File: src/design/tpa_isqrt.sv
// Pipelined digit-by-digit floor square root, one root bit per stage, several lanes.
// No dependencies.
`default_nettype none
module tpa_isqrt #(
  parameter int unsigned LANES = 1,
  parameter int unsigned IN_W  = 42
) (
  input  logic                clk_i,
  input  logic                rst_ni,
  input  logic                en_i,
  input  logic                vld_i,
  input  logic [IN_W-1:0]     rad_i  [LANES],
  output logic                vld_o,
  output logic [IN_W/2-1:0]   root_o [LANES]
);
  localparam int unsigned OUT_W  = IN_W / 2;
  localparam int unsigned REM_W  = OUT_W + 2;
  localparam int unsigned STAGES = OUT_W;

  logic [STAGES-1:0] vld_q;
  logic [IN_W-1:0]   rad_q  [STAGES][LANES];
  logic [REM_W-1:0]  rem_q  [STAGES][LANES];
  logic [OUT_W-1:0]  root_q [STAGES][LANES];

  always_ff @(posedge clk_i or negedge rst_ni) begin
    if (!rst_ni) begin
      vld_q <= '0;
    end else if (en_i) begin
      vld_q <= {vld_q[STAGES-2:0], vld_i};
    end
  end

  for (genvar s = 0; s < STAGES; s++) begin : g_stage
    for (genvar l = 0; l < LANES; l++) begin : g_lane
      logic [IN_W-1:0]  cur_rad;
      logic [REM_W-1:0] cur_rem;
      logic [OUT_W-1:0] cur_root;
      logic [REM_W-1:0] rem_n;
      logic [REM_W-1:0] trial;
      if (s == 0) begin : g_first
        assign cur_rad  = rad_i[l];
        assign cur_rem  = '0;
        assign cur_root = '0;
      end else begin : g_next
        assign cur_rad  = rad_q[s-1][l];
        assign cur_rem  = rem_q[s-1][l];
        assign cur_root = root_q[s-1][l];
      end
      assign rem_n = {cur_rem[REM_W-3:0], cur_rad[IN_W-1 -: 2]};
      assign trial = {cur_root, 2'b01};
      always_ff @(posedge clk_i) begin
        if (en_i) begin
          rad_q[s][l] <= {cur_rad[IN_W-3:0], 2'b00};
          if (rem_n >= trial) begin
            rem_q[s][l]  <= rem_n - trial;
            root_q[s][l] <= {cur_root[OUT_W-2:0], 1'b1};
          end else begin
            rem_q[s][l]  <= rem_n;
            root_q[s][l] <= {cur_root[OUT_W-2:0], 1'b0};
          end
        end
      end
      assign root_o[l] = root_q[STAGES-1][l];
    end
  end

  assign vld_o = vld_q[STAGES-1];
endmodule
`default_nettype wire

File: config.mk
export PLATFORM = sky130hd
export DESIGN_NAME = tpa_isqrt
export DESIGN_NICKNAME = d
export VERILOG_FILES = /design/src/design/tpa_isqrt.sv
export SDC_FILE = /design/constraint.sdc
export NUM_CORES = 1
export LEC_CHECK = 0
export BUFFER_PORTS_ARGS = -buffer_cell sky130_fd_sc_hd__buf_4
export CAP_MARGIN = 20
export CORE_MARGIN = 2
export CORE_UTILIZATION = 40
export CTS_BUF_LIST = sky130_fd_sc_hd__clkbuf_16
export CTS_CLUSTER_DIAMETER = 50
export CTS_CLUSTER_SIZE = 24
export DETAILED_ROUTE_END_ITERATION = 10
export SETUP_SLACK_MARGIN = 0.15
export SLEW_MARGIN = 40
export SYNTH_ARGS = -nofsm -noshare
export SYNTH_HDL_FRONTEND = slang
export SYNTH_SLANG_ARGS = --single-unit
File: constraint.sdc
create_clock -name clk_i -period 2.57 [get_ports clk_i]
set_input_delay 0.3855 -clock clk_i [delete_from_list [all_inputs] [get_ports clk_i]]
set_output_delay 0.3855 -clock clk_i [all_outputs]
set_load 0.02 [all_outputs]
== Yosys cells after proc, flatten, opt, wreduce, memory -nomap -nowiden ==
Memory sizes are Yosys's and may differ from the RTL's.
Cells that the tools add are included.
Storage, ports and cells
  memories: 3
  register bits after elaboration: 21
  bits in latches: 0
  bits in writable memories: 1764
  bits in read-only memories: 0
Memory list
  rad_q: depth 21, bits a word 40, read ports 20, clocked after memory_dff 0, wr ports 21, RTL line 21  | logic [IN_W-1:0] rad_q [STAGES][LANES];
  rem_q: depth 21, bits a word 23, read ports 20, clocked after memory_dff 0, wr ports 21, RTL line 22  | logic [REM_W-1:0] rem_q [STAGES][LANES];
  root_q: depth 21, bits a word 21, read ports 21, clocked after memory_dff 0, wr ports 21, RTL line 23  | logic [OUT_W-1:0] root_q [STAGES][LANES];
Cells by class
  equal/unequal tests: 0
  $add $sub $neg: 21
  shifts and indexed selects: 0
  multipliers: 0
  mux-type cells: 170
  reductions and logical operators: 0
  magnitude comparators: 21
  div/mod/pow operators: 0
  bitwise logic cells: 42
Operators by type and width (number)
  two-way mux 23 bit: 21
  greater-or-equal comparator 23 bit: 20
  subtractor 23 bit: 20
  two-way mux 21 bit: 21
  two-way mux 1 bit: 128
  OR 1 bit: 42
  subtractor 2 x 1 -> 3 bit (second input constant): 1
  greater-or-equal comparator 2 x 1 -> 1 bit (second input constant): 1

== Logic depth before layout (Yosys ltp) ==
Gate-level depths: netlist of run 1.
An unclocked memory read counts as a cell.
  word-level depth: 6
  depth in mapped cells: 13

== Least setup slack after synthesis of run 1 ==
OpenSTA, ideal clock, no wires.
  kind: reg-to-reg
  start point: mem rem_q[3][69] (netlist bit)
  end point: mem rem_q[4][10] (netlist bit) (data pin)
  setup slack: -0.256 ns
  arrival time: 2.565 ns
  buffers on the path: 2
  cell stages (with the launch flop): 11
  setup time: 0.261 ns
  clock period less this slack: 2.826 ns
  path through: edfxtp_1 > ha_1 > o21ai_0 > a2111oi_0 > o2111ai_1 > a31oi_1 > o21ai_0 > o21bai_2 > buf_2 > buf_2 > a21oi_1
RTL lines (RTL line)
  start, declared: 22

==> results of run 1 <==
tightest hold or removal path, stage by stage:
cell and delay (ns):
buf_4 0.08, inv_1 0.05, xnor2_1 0.17
final cells by class:
class	count	area, µm²	area share
Sequential cell	1066	31900	0.467
Multi-Input combinational cell	2334	20000	0.293
Timing Repair Buffer	1030	8840	0.130
Clock buffer	121	3030	0.0444
Tap cell	1625	2030	0.0298
Clock inverter	105	1290	0.0190
Inverter	310	1180	0.0173
cell families (layout without fill, tap and decap cells):
kind of cell / after synthesis / count (layout) / synth area share
flip-flops: 1066 / 1066 / 0.646
AND/OR/NAND/NOR: 991 / 991 / 0.0990
AO/OA/AOI/OAI: 721 / 722 / 0.0922
buffers and inverters: 395 / 1566 / 0.0306
XOR/XNOR: 314 / 314 / 0.0557
adder cells (fa/ha/maj): 254 / 254 / 0.0644
multiplexers: 53 / 53 / 0.0120
cell usage after synthesis, types with 40 or more instances:
library cell	instances	share of area
edfxtp_1	1044	0.64
ha_1	254	0.064
o21a_1	50	0.0076
nor3_1	100	0.010
o21ai_0	191	0.019
mux2_2	48	0.011
xor2_1	145	0.026
nand2b_1	42	0.0053
nor2_1	240	0.018
inv_1	309	0.023
nand2_1	275	0.021
a21o_1	82	0.012
a21oi_1	205	0.021
nand3_1	66	0.0067
clkbuf_1	67	0.0051
xnor2_1	169	0.030
nor4_1	40	0.0051
flip-flops by register name (all words and copies together) (netlist names):
signal	count
vld_q	21
rad_q	420
root_q	231
rem_q	394
per-layer routing:
layer  track usage  vias up
li1              -    16200
met1         0.185    15700
met2         0.294      486
met3        0.0270      256
met4        0.0718        0
met5             0        -
timing repair:
action                     in CTS  in global routing
gates resized for setup       599                328
gates cloned                   16                  4
hold buffers                   43                  0
hold endpoints to repair       63                  0
setup buffers                 151                 95
pin swaps                     236                192
setup endpoints to repair     357                378
placed cells by master (no fill, tap or decap), drive strengths merged, types with 34 or more instances in the layout:
| master | n |
|---|---|
| nand2b | 43 |
| dlygate4sd3 | 43 |
| o21ai | 191 |
| nor3 | 104 |
| a21o | 82 |
| clkinv | 39 |
| mux2 | 48 |
| or3 | 38 |
| a21oi | 205 |
| nand2 | 275 |
| inv | 360 |
| nor2b | 36 |
| nand3 | 66 |
| nor4 | 41 |
| o21a | 50 |
| xor2 | 145 |
| edfxtp | 1044 |
| nor2 | 242 |
| xnor2 | 169 |
| ha | 254 |
| buf | 983 |
| nand4 | 34 |
| clkbuf | 125 |
power breakdown:
part,total [mW],switching [mW],internal (mW),leakage [nW]
Sequential,23.1,1.27,21.8,10.3
Clock,18.1,8.03,10.0,2.10
Combinational,13.6,6.48,7.12,14.5
final timing paths:
path                                           end  slack [ns]                    start
max                          rem_q[4][8]$_DFFE_PP_       -0.17   rem_q[3][69]$_DFFE_PP_
max in group asynchronous    vld_q[11]$_DFFE_PN0P_        2.27                   rst_ni
min reg2reg                rad_q[1][144]$_DFFE_PP_        0.41  rad_q[1][102]$_DFFE_PP_
min in group asynchronous    vld_q[20]$_DFFE_PN0P_        0.08                   rst_ni
max reg2reg                  rem_q[4][8]$_DFFE_PP_       -0.17   rem_q[3][69]$_DFFE_PP_
min                          rem_q[0][0]$_DFFE_PP_        0.06                rad_i[40]
stage by stage:
step                setup slack [ns]  instances  cell area, µm²  power [mW]
finish                        -0.172       6591           68300        54.7
global route                  -0.243       6591           68300        57.4
CTS                           -0.206       6492           66000        54.0
detailed placement            -0.360       6056           57300        33.9
global placement              -0.298       6056           57300        33.8
floorplan                    -0.0848       3794           50100        29.5
==> run summary, run 1 <==
Outcome: complete, but fails checks
Failing checks: setup timing
Top_reg_cell synth: edfxtp_1
CP startpoint kind: register
Worst path required time: 3.02 ns
Share of layout cells above drive strength 1: 0.383
Asr flop ratio synth: 0.0197
Row count: 128
Leakage: 26.9 nW
Period minus WS final: 2.74 ns
Cts bufs inserted: 119
M1 WL: 42600 µm
Clk_skew: 0.0397 ns
Number of DRC markers in iteration 0: 1562
Net Count, Synth: 4094
Final WS setup: -0.172 ns
CTS Buffer Depth: 3
Setup violations, final: 80
Max-slew headroom at the worst pin: 0.499
WP depth: 10
Worst Path Max Fanout: 9
Peak supply drop: 0.000735 V
Setup CP Type: register to register
Crit-path cells: ha_4, o21ai_4, a2111oi_4, buf_4, o2111ai_4, a31oi_4, o21ai_4, o21bai_4, buf_12, mux2_4
Worst-margin pin slew: 0.752 ns
Number of I/O port buffers: 67
Die area: 126000 µm²
Mapped Area: 49400 µm²
Total routed wirelength: 106000 µm
Ys Warns: 21
Placer congestion estimate: 0.880
MaxCap Viol Count: 0
Core ar.: 122000 µm²
Htree depth: 3
Area Overhead vs Synth: 38.3%
WHS Path Cells: 3
Number of synthesized flops with an enable pin: 1044
Fill count: 9783
CP peak stage delay: 0.43 ns
Vias in the first global route: 32700
Drt via density: 4.95
DRC viols: 0
Hold_ws: 0.0649 ns
Worst r2r path cells: 10
Sequential share of the synthesized area: 0.646
Antenna violations before repair: 0
DR vias: 32600
Synth cell types: 86
Inserted Diodes: 0
Pre-Repair DR Iteration Count: 5
CP Buf/Inv Count: 2
Clock slew at reported path FFs: 0.07 ns
Clock sink count: 1066
Highest Signal Layer: met4
Worst Path Arrival: 3.19 ns
Setup_tns: -5.06 ns
Clock Tree Root: clkbuf_16
Chip width: 355 µm
Final core occ: 0.559
Total Nets Final: 5161
Post-DRT Antenna Nets: 0
Syn_area_per_cell: 13.0 µm²
Clk_lat worst skew: 0.75 ns
Critical-path top delay cell: edfxtp_1
Cells after synthesis: 3794
Fin. max-slew vios: 0
Met2 WL: 55200 µm
GRT overflow: 0
First-pass GRT wire length: 165000 µm
WL/cell: 16.0 µm
Met3 wire length: 3150 µm
Fmax: 365 MHz
Hpwl dp: 69800 µm
Yosys reg bits: 1066
CP Capture Type: register
Worst Hold Class: input port to register
Initial core utilization: 0.404
Period utilization: 1.07
RSZ-0062 raised after global routing: true
Most common cell on crit path: o21ai_4
Largest net degree at the start of global routing: 133
GRT Util Overall: 0.161
Pwr dens: 802 nW/µm²
Die Y: 355 µm
Final hold viol count: 0
TritonCTS clock tree: yes
Top delay family on crit path: compound AO/OA/AOI/OAI gates
Io pins: 68
(Power assumes the default switching activity.)
==> run 2: changes to the inputs <==
Settings changed: CELL_PAD_IN_SITES_DETAIL_PLACEMENT set to 0, CELL_PAD_IN_SITES_GLOBAL_PLACEMENT set to 1, CORE_ASPECT_RATIO set to 1.1, PLACE_DENSITY_LB_ADDON set to 0.1.
==> run summary, run 2 (synthesis results as in run 1) <==
Outcome: complete, but fails checks
Failing checks: setup timing
Period minus WS final: 2.74 ns
Pwr dens: 787 nW/µm²
Fin. max-slew vios: 0
CP startpoint kind: register
Final hold viol count: 0
Int Pwr: 39.0 mW
Worst Path Arrival: 3.21 ns
Worst path required time: 3.04 ns
Clock slew at reported path FFs: 0.08 ns
GRT overflow: 0
Setup CP Type: register to register
Most frequent cells in the layout: edfxtp_1 (1044), buf_4 (871), inv_1 (275), nand2_1 (192), ha_1 (161)
Worst reg2reg setup slack: -0.17 ns
Die area: 126000 µm²
Leakage: 27.8 nW
Period utilization: 1.07
Core ar.: 123000 µm²
Number of I/O port buffers: 67
Clk_skew: 0.0178 ns
Hold_ws: 0.0837 ns
Die Y: 372 µm
WL/cell: 17.1 µm
Reg2reg end: rem_q[4][8]$_DFFE_PP_
RSZ-0062 raised after global routing: true
Fill count: 10100
Combinational fraction of design power: 0.256
Final non-filler cell total: 6682
Largest net degree at the start of global routing: 160
Setup violations, final: 97
Worst r2r path cells: 10
Initial core utilization: 0.402
Crit. Startpoint: rem_q[3][70]$_DFFE_PP_
Io pins: 68
Pre-Repair DR Iteration Count: 5
Area Overhead vs Synth: 42.1%
MaxCap Viol Count: 0
Chip width: 339 µm
Clk_lat worst skew: 0.72 ns
Tot Pwr: 55.2 mW
Peak supply drop: 0.000527 V
CP Capture Point: rem_q[4][8]$_DFFE_PP_
Worst Hold Class: input port to async pin
Post-DRT Antenna Nets: 0
TritonCTS clock tree: yes
Antenna violations before repair: 0
Cts bufs inserted: 119
CP Capture Type: register
Placer congestion estimate: 0.828
DRC viols: 0
Hpwl dp: 78100 µm
Reg with most FFs: rad_q
NetSw: 16.2 mW
Inserted Diodes: 0
Max-slew headroom at the worst pin: 0.472
DR vias: 32700
Top Registers: rad_q: 420 flops, rem_q: 394 flops, root_q: 231 flops
Worst-margin pin slew: 0.791 ns
First-pass GRT wire length: 177000 µm
Final WS setup: -0.174 ns
Switch share: 0.293
Row count: 135
Max FFs per register: 420
Footprint of the multi-input gates: 21000 µm²
Htree depth: 3
Clock sink count: 1066
R2R Path Start: rem_q[3][70]$_DFFE_PP_
Placed cells: 6125
Share of layout cells above drive strength 1: 0.415
Number of DRC markers in iteration 0: 1496
Most common cell after layout, fill and taps aside: edfxtp_1
Reg area: 31900 µm²
CTS Buffer Depth: 3
Sequential share of power: 0.419
Worst Path Max Fanout: 5
DP Area: 57700 µm²
Final instance area: 70100 µm²
Total routed wirelength: 114000 µm
Clock Tree Root: clkbuf_16
Post-place setup slack: -0.354 ns
Vias in the first global route: 32900
Clk network pwr share: 0.325
Fmax: 364 MHz
Total Nets Final: 5233
GRT Util Overall: 0.177
Drt via density: 4.89
-- run 2: changes by cell type in the layout (fill, tap and decap cells not counted), moves of 10 or more --
cell      previous run  this run
buf_6               95       122
xnor2_2             12        24
a21oi_2             60        78
nor2_1             172       158
nor2_4              28        42
nand2_1            211       192
ha_4                73        83
a211oi_2            16         6
a21oi_1            134       111
xnor2_1            157       143
buf_12              20        35
buf_4              843       871
nand2_4             16        45
nand2_2             48        38
-- run 2: area by class of cell --
type / instances / area share
clock buffer: 121 / 0.0432
clock inverter: 105 / 0.0179
inverter: 310 / 0.0167
multi-input combinational: 2333 / 0.299
sequential: 1066 / 0.455
tap: 1644 / 0.0293
timing repair buffer: 1103 / 0.139
-- run 2: power groups by stage --
stage	combinational, mW	sequential [mW]	clock (mW)
after floorplan	6.54	22.9	0
after global placement	10.9	23.4	0
after detailed placement	11.0	23.4	0
after CTS	12.6	23.1	18.6
after global routing	15.5	23.4	19.2
final	14.1	23.1	18.0
-- run 2: metal layers --
layer,vias to the layer above,GRT usage,wire length (µm)
li1,16300,-,-
met1,15800,0.206,45900
met2,404,0.326,61300
met3,196,0.0234,3040
met4,0,0.0749,4060
met5,-,0,0
-- run 2: worst min path at each step --
stage	endpoint	slack [ns]
after detailed placement	vld_q[20]$_DFFE_PN0P_	0.29
after global routing	vld_q[0]$_DFFE_PN0P_	0.07
final	vld_q[0]$_DFFE_PN0P_	0.08
after CTS	vld_q[0]$_DFFE_PN0P_	0.02
after global placement	vld_q[20]$_DFFE_PN0P_	0.28
after floorplan	vld_q[0]$_DFFE_PN0P_	0.09
-- run 2: critical path: stages (launching register included) --
cell and delay [ns]:
edfxtp_1 0.43, ha_4 0.31, nor3_4 0.05, a2111oi_4 0.34, buf_4 0.20, o2111ai_4 0.13, a31oi_4 0.21, o21ai_4 0.08
o21bai_4 0.26, buf_12 0.17, mux2_4 0.29
-- run 2: repair_timing --
item / 4_1_cts / 5_1_grt
gates resized for setup: 565 / 600
endpoints found under the hold margin: 64 / 0
hold buffers: 44 / 0
setup endpoints to repair: 369 / 379
pin swaps: 235 / 260
cloned: 16 / 6
setup buffers: 136 / 127
-- run 2: stage by stage --
| step | TNS [ns] | utilization |
|---|---|---|
| floorplan | -0.555 | - |
| global placement | -21.34 | 0.470 |
| detailed placement | -23.63 | 0.470 |
| CTS | -6.96 | 0.541 |
| global route | -22.62 | 0.571 |
| finish | -7.49 | 0.571 |
==> run 3: changes to the inputs <==
Settings changed: CORE_UTILIZATION 40 to 35.
==> run summary, run 3 (synthesis results as in run 1) <==
Reg with most FFs: rad_q
CP Capture Type: register
Die area: 144000 µm²
Setup CP Type: register to register
Most frequent cells in the layout: edfxtp_1 (1044), buf_4 (929), inv_1 (277), nand2_1 (191), ha_1 (167)
First-pass GRT wire length: 183000 µm
DP Area: 58400 µm²
Max-slew headroom at the worst pin: 0.422
Worst Hold Class: input port to async pin
Hold_ws: 0.194 ns
GRT Util Overall: 0.160
Largest net degree at the start of global routing: 154
CP startpoint kind: register
Placer congestion estimate: 0.846
Share of layout cells above drive strength 1: 0.426
Number of DRC markers in iteration 0: 1550
Drt via density: 4.71
Post-DRT Antenna Nets: 0
WL/cell: 16.6 µm
Htree depth: 4
Hpwl dp: 79400 µm
Pre-Repair DR Iteration Count: 5
Cts bufs inserted: 138
Worst Path Max Fanout: 10
Reg area: 31900 µm²
Clk_skew: 0.0344 ns
Die Y: 398 µm
Worst-margin pin slew: 0.859 ns
Total routed wirelength: 115000 µm
Vias in the first global route: 34200
Fmax: 368 MHz
TritonCTS clock tree: yes
R2R Path Start: root_q[2][21]$_DFFE_PP_
CTS Buffer Depth: 3
GRT overflow: 0
DRC viols: 0
Outcome: complete, but fails checks
Total Nets Final: 5312
RSZ-0062 raised after global routing: true
Core ar.: 140000 µm²
Worst path required time: 3.04 ns
Setup violations, final: 90
Final WS setup: -0.151 ns
Fill count: 12200
Fin. max-slew vios: 0
Pwr dens: 801 nW/µm²
Area Overhead vs Synth: 44.8%
Row count: 144
Period minus WS final: 2.72 ns
Inserted Diodes: 0
Initial core utilization: 0.353
Max FFs per register: 420
Peak supply drop: 0.000732 V
Period utilization: 1.06
MaxCap Viol Count: 0
Clock sink count: 1066
DR vias: 32800
Most common cell after layout, fill and taps aside: edfxtp_1
Leakage: 28.4 nW
Number of I/O port buffers: 67
Worst r2r path cells: 12
Io pins: 68
Clock Tree Root: clkbuf_16
Worst reg2reg setup slack: -0.15 ns
Worst Path Arrival: 3.19 ns
Final hold viol count: 0
Clk_lat worst skew: 0.76 ns
Top Registers: rad_q: 420 flops, rem_q: 394 flops, root_q: 231 flops
Clock slew at reported path FFs: 0.08 ns
Reg2reg end: rem_q[4][60]$_DFFE_PP_
Chip width: 362 µm
Antenna violations before repair: 0
Failing checks: setup timing
Footprint of the multi-input gates: 21200 µm²
Final instance area: 71500 µm²
==> run 3: final cells by class <==
cell class | count | share of cell area
clock buffer | 146 | 0.0511
clock inverter | 109 | 0.0157
inverter | 310 | 0.0165
multi-input combinational | 2333 | 0.296
sequential | 1066 | 0.446
tap | 1825 | 0.0319
timing repair buffer | 1163 | 0.142
==> run 3: critical path: stages, from the launching register on <==
cell and delay [ns]:
edfxtp_1 0.41, inv_2 0.09, ha_4 0.20, o21a_1 0.12, or4_4 0.44, nand4_1 0.19, a21oi_2 0.12, o31ai_4 0.29
o31ai_4 0.12, buf_12 0.16, buf_6 0.14, nor2_1 0.08, a21oi_1 0.07
==> run 3: per-stage QoR <==
stage	util	setup TNS (ns)	std cells	setup WS, ns	total power, mW
after floorplan	-	-0.555	3794	-0.0848	29.5
after global placement	0.417	-23.82	6364	-0.382	34.6
after detailed placement	0.417	-26.30	6364	-0.379	34.6
after CTS	0.490	-5.09	6855	-0.181	56.8
after global routing	0.511	-19.06	6952	-0.242	60.2
final	0.511	-4.48	6952	-0.151	57.3
==> run 3: routing by layer <==
| layer | track usage | part of all wire | vias up |
|---|---|---|---|
| li1 | - | - | 16500 |
| met1 | 0.186 | 0.41 | 15800 |
| met2 | 0.293 | 0.53 | 319 |
| met3 | 0.0242 | 0.023 | 189 |
| met4 | 0.0670 | 0.034 | 0 |
| met5 | 0 | 0 | - |
==> run 3: power breakdown <==
| part | leakage, nW | internal [mW] | switching [mW] |
|---|---|---|---|
| registers | 10.3 | 21.8 | 1.31 |
| logic | 15.7 | 7.69 | 6.80 |
| clock network | 2.33 | 11.5 | 8.17 |
==> run 3: how the worst max path moves through the flow <==
stage | slack [ns] | startpoint | cells past startpoint | endpoint
finish | -0.15 | root_q[2][21]$_DFFE_PP_ | 12 | rem_q[4][60]$_DFFE_PP_
global route | -0.24 | rem_q[3][72]$_DFFE_PP_ | 11 | rem_q[4][17]$_DFFE_PP_
CTS | -0.18 | root_q[2][21]$_DFFE_PP_ | 12 | rem_q[4][60]$_DFFE_PP_
detailed placement | -0.38 | en_i | 10 | rem_q[3][84]$_DFFE_PP_
global placement | -0.38 | en_i | 10 | rem_q[3][81]$_DFFE_PP_
floorplan | -0.08 | rem_q[3][23]$_DFFE_PP_ | 10 | rem_q[3][62]$_DFFE_PP_
==> run 3: what timing repair did <==
item / 4_1_cts / 5_1_grt
pin swaps: 271 / 246
setup endpoints to repair: 358 / 392
gates cloned: 16 / 3
buffers inserted: 176 / 93
hold buffers: 45 / 0
hold endpoints to repair: 64 / 0
resized for setup: 756 / 445
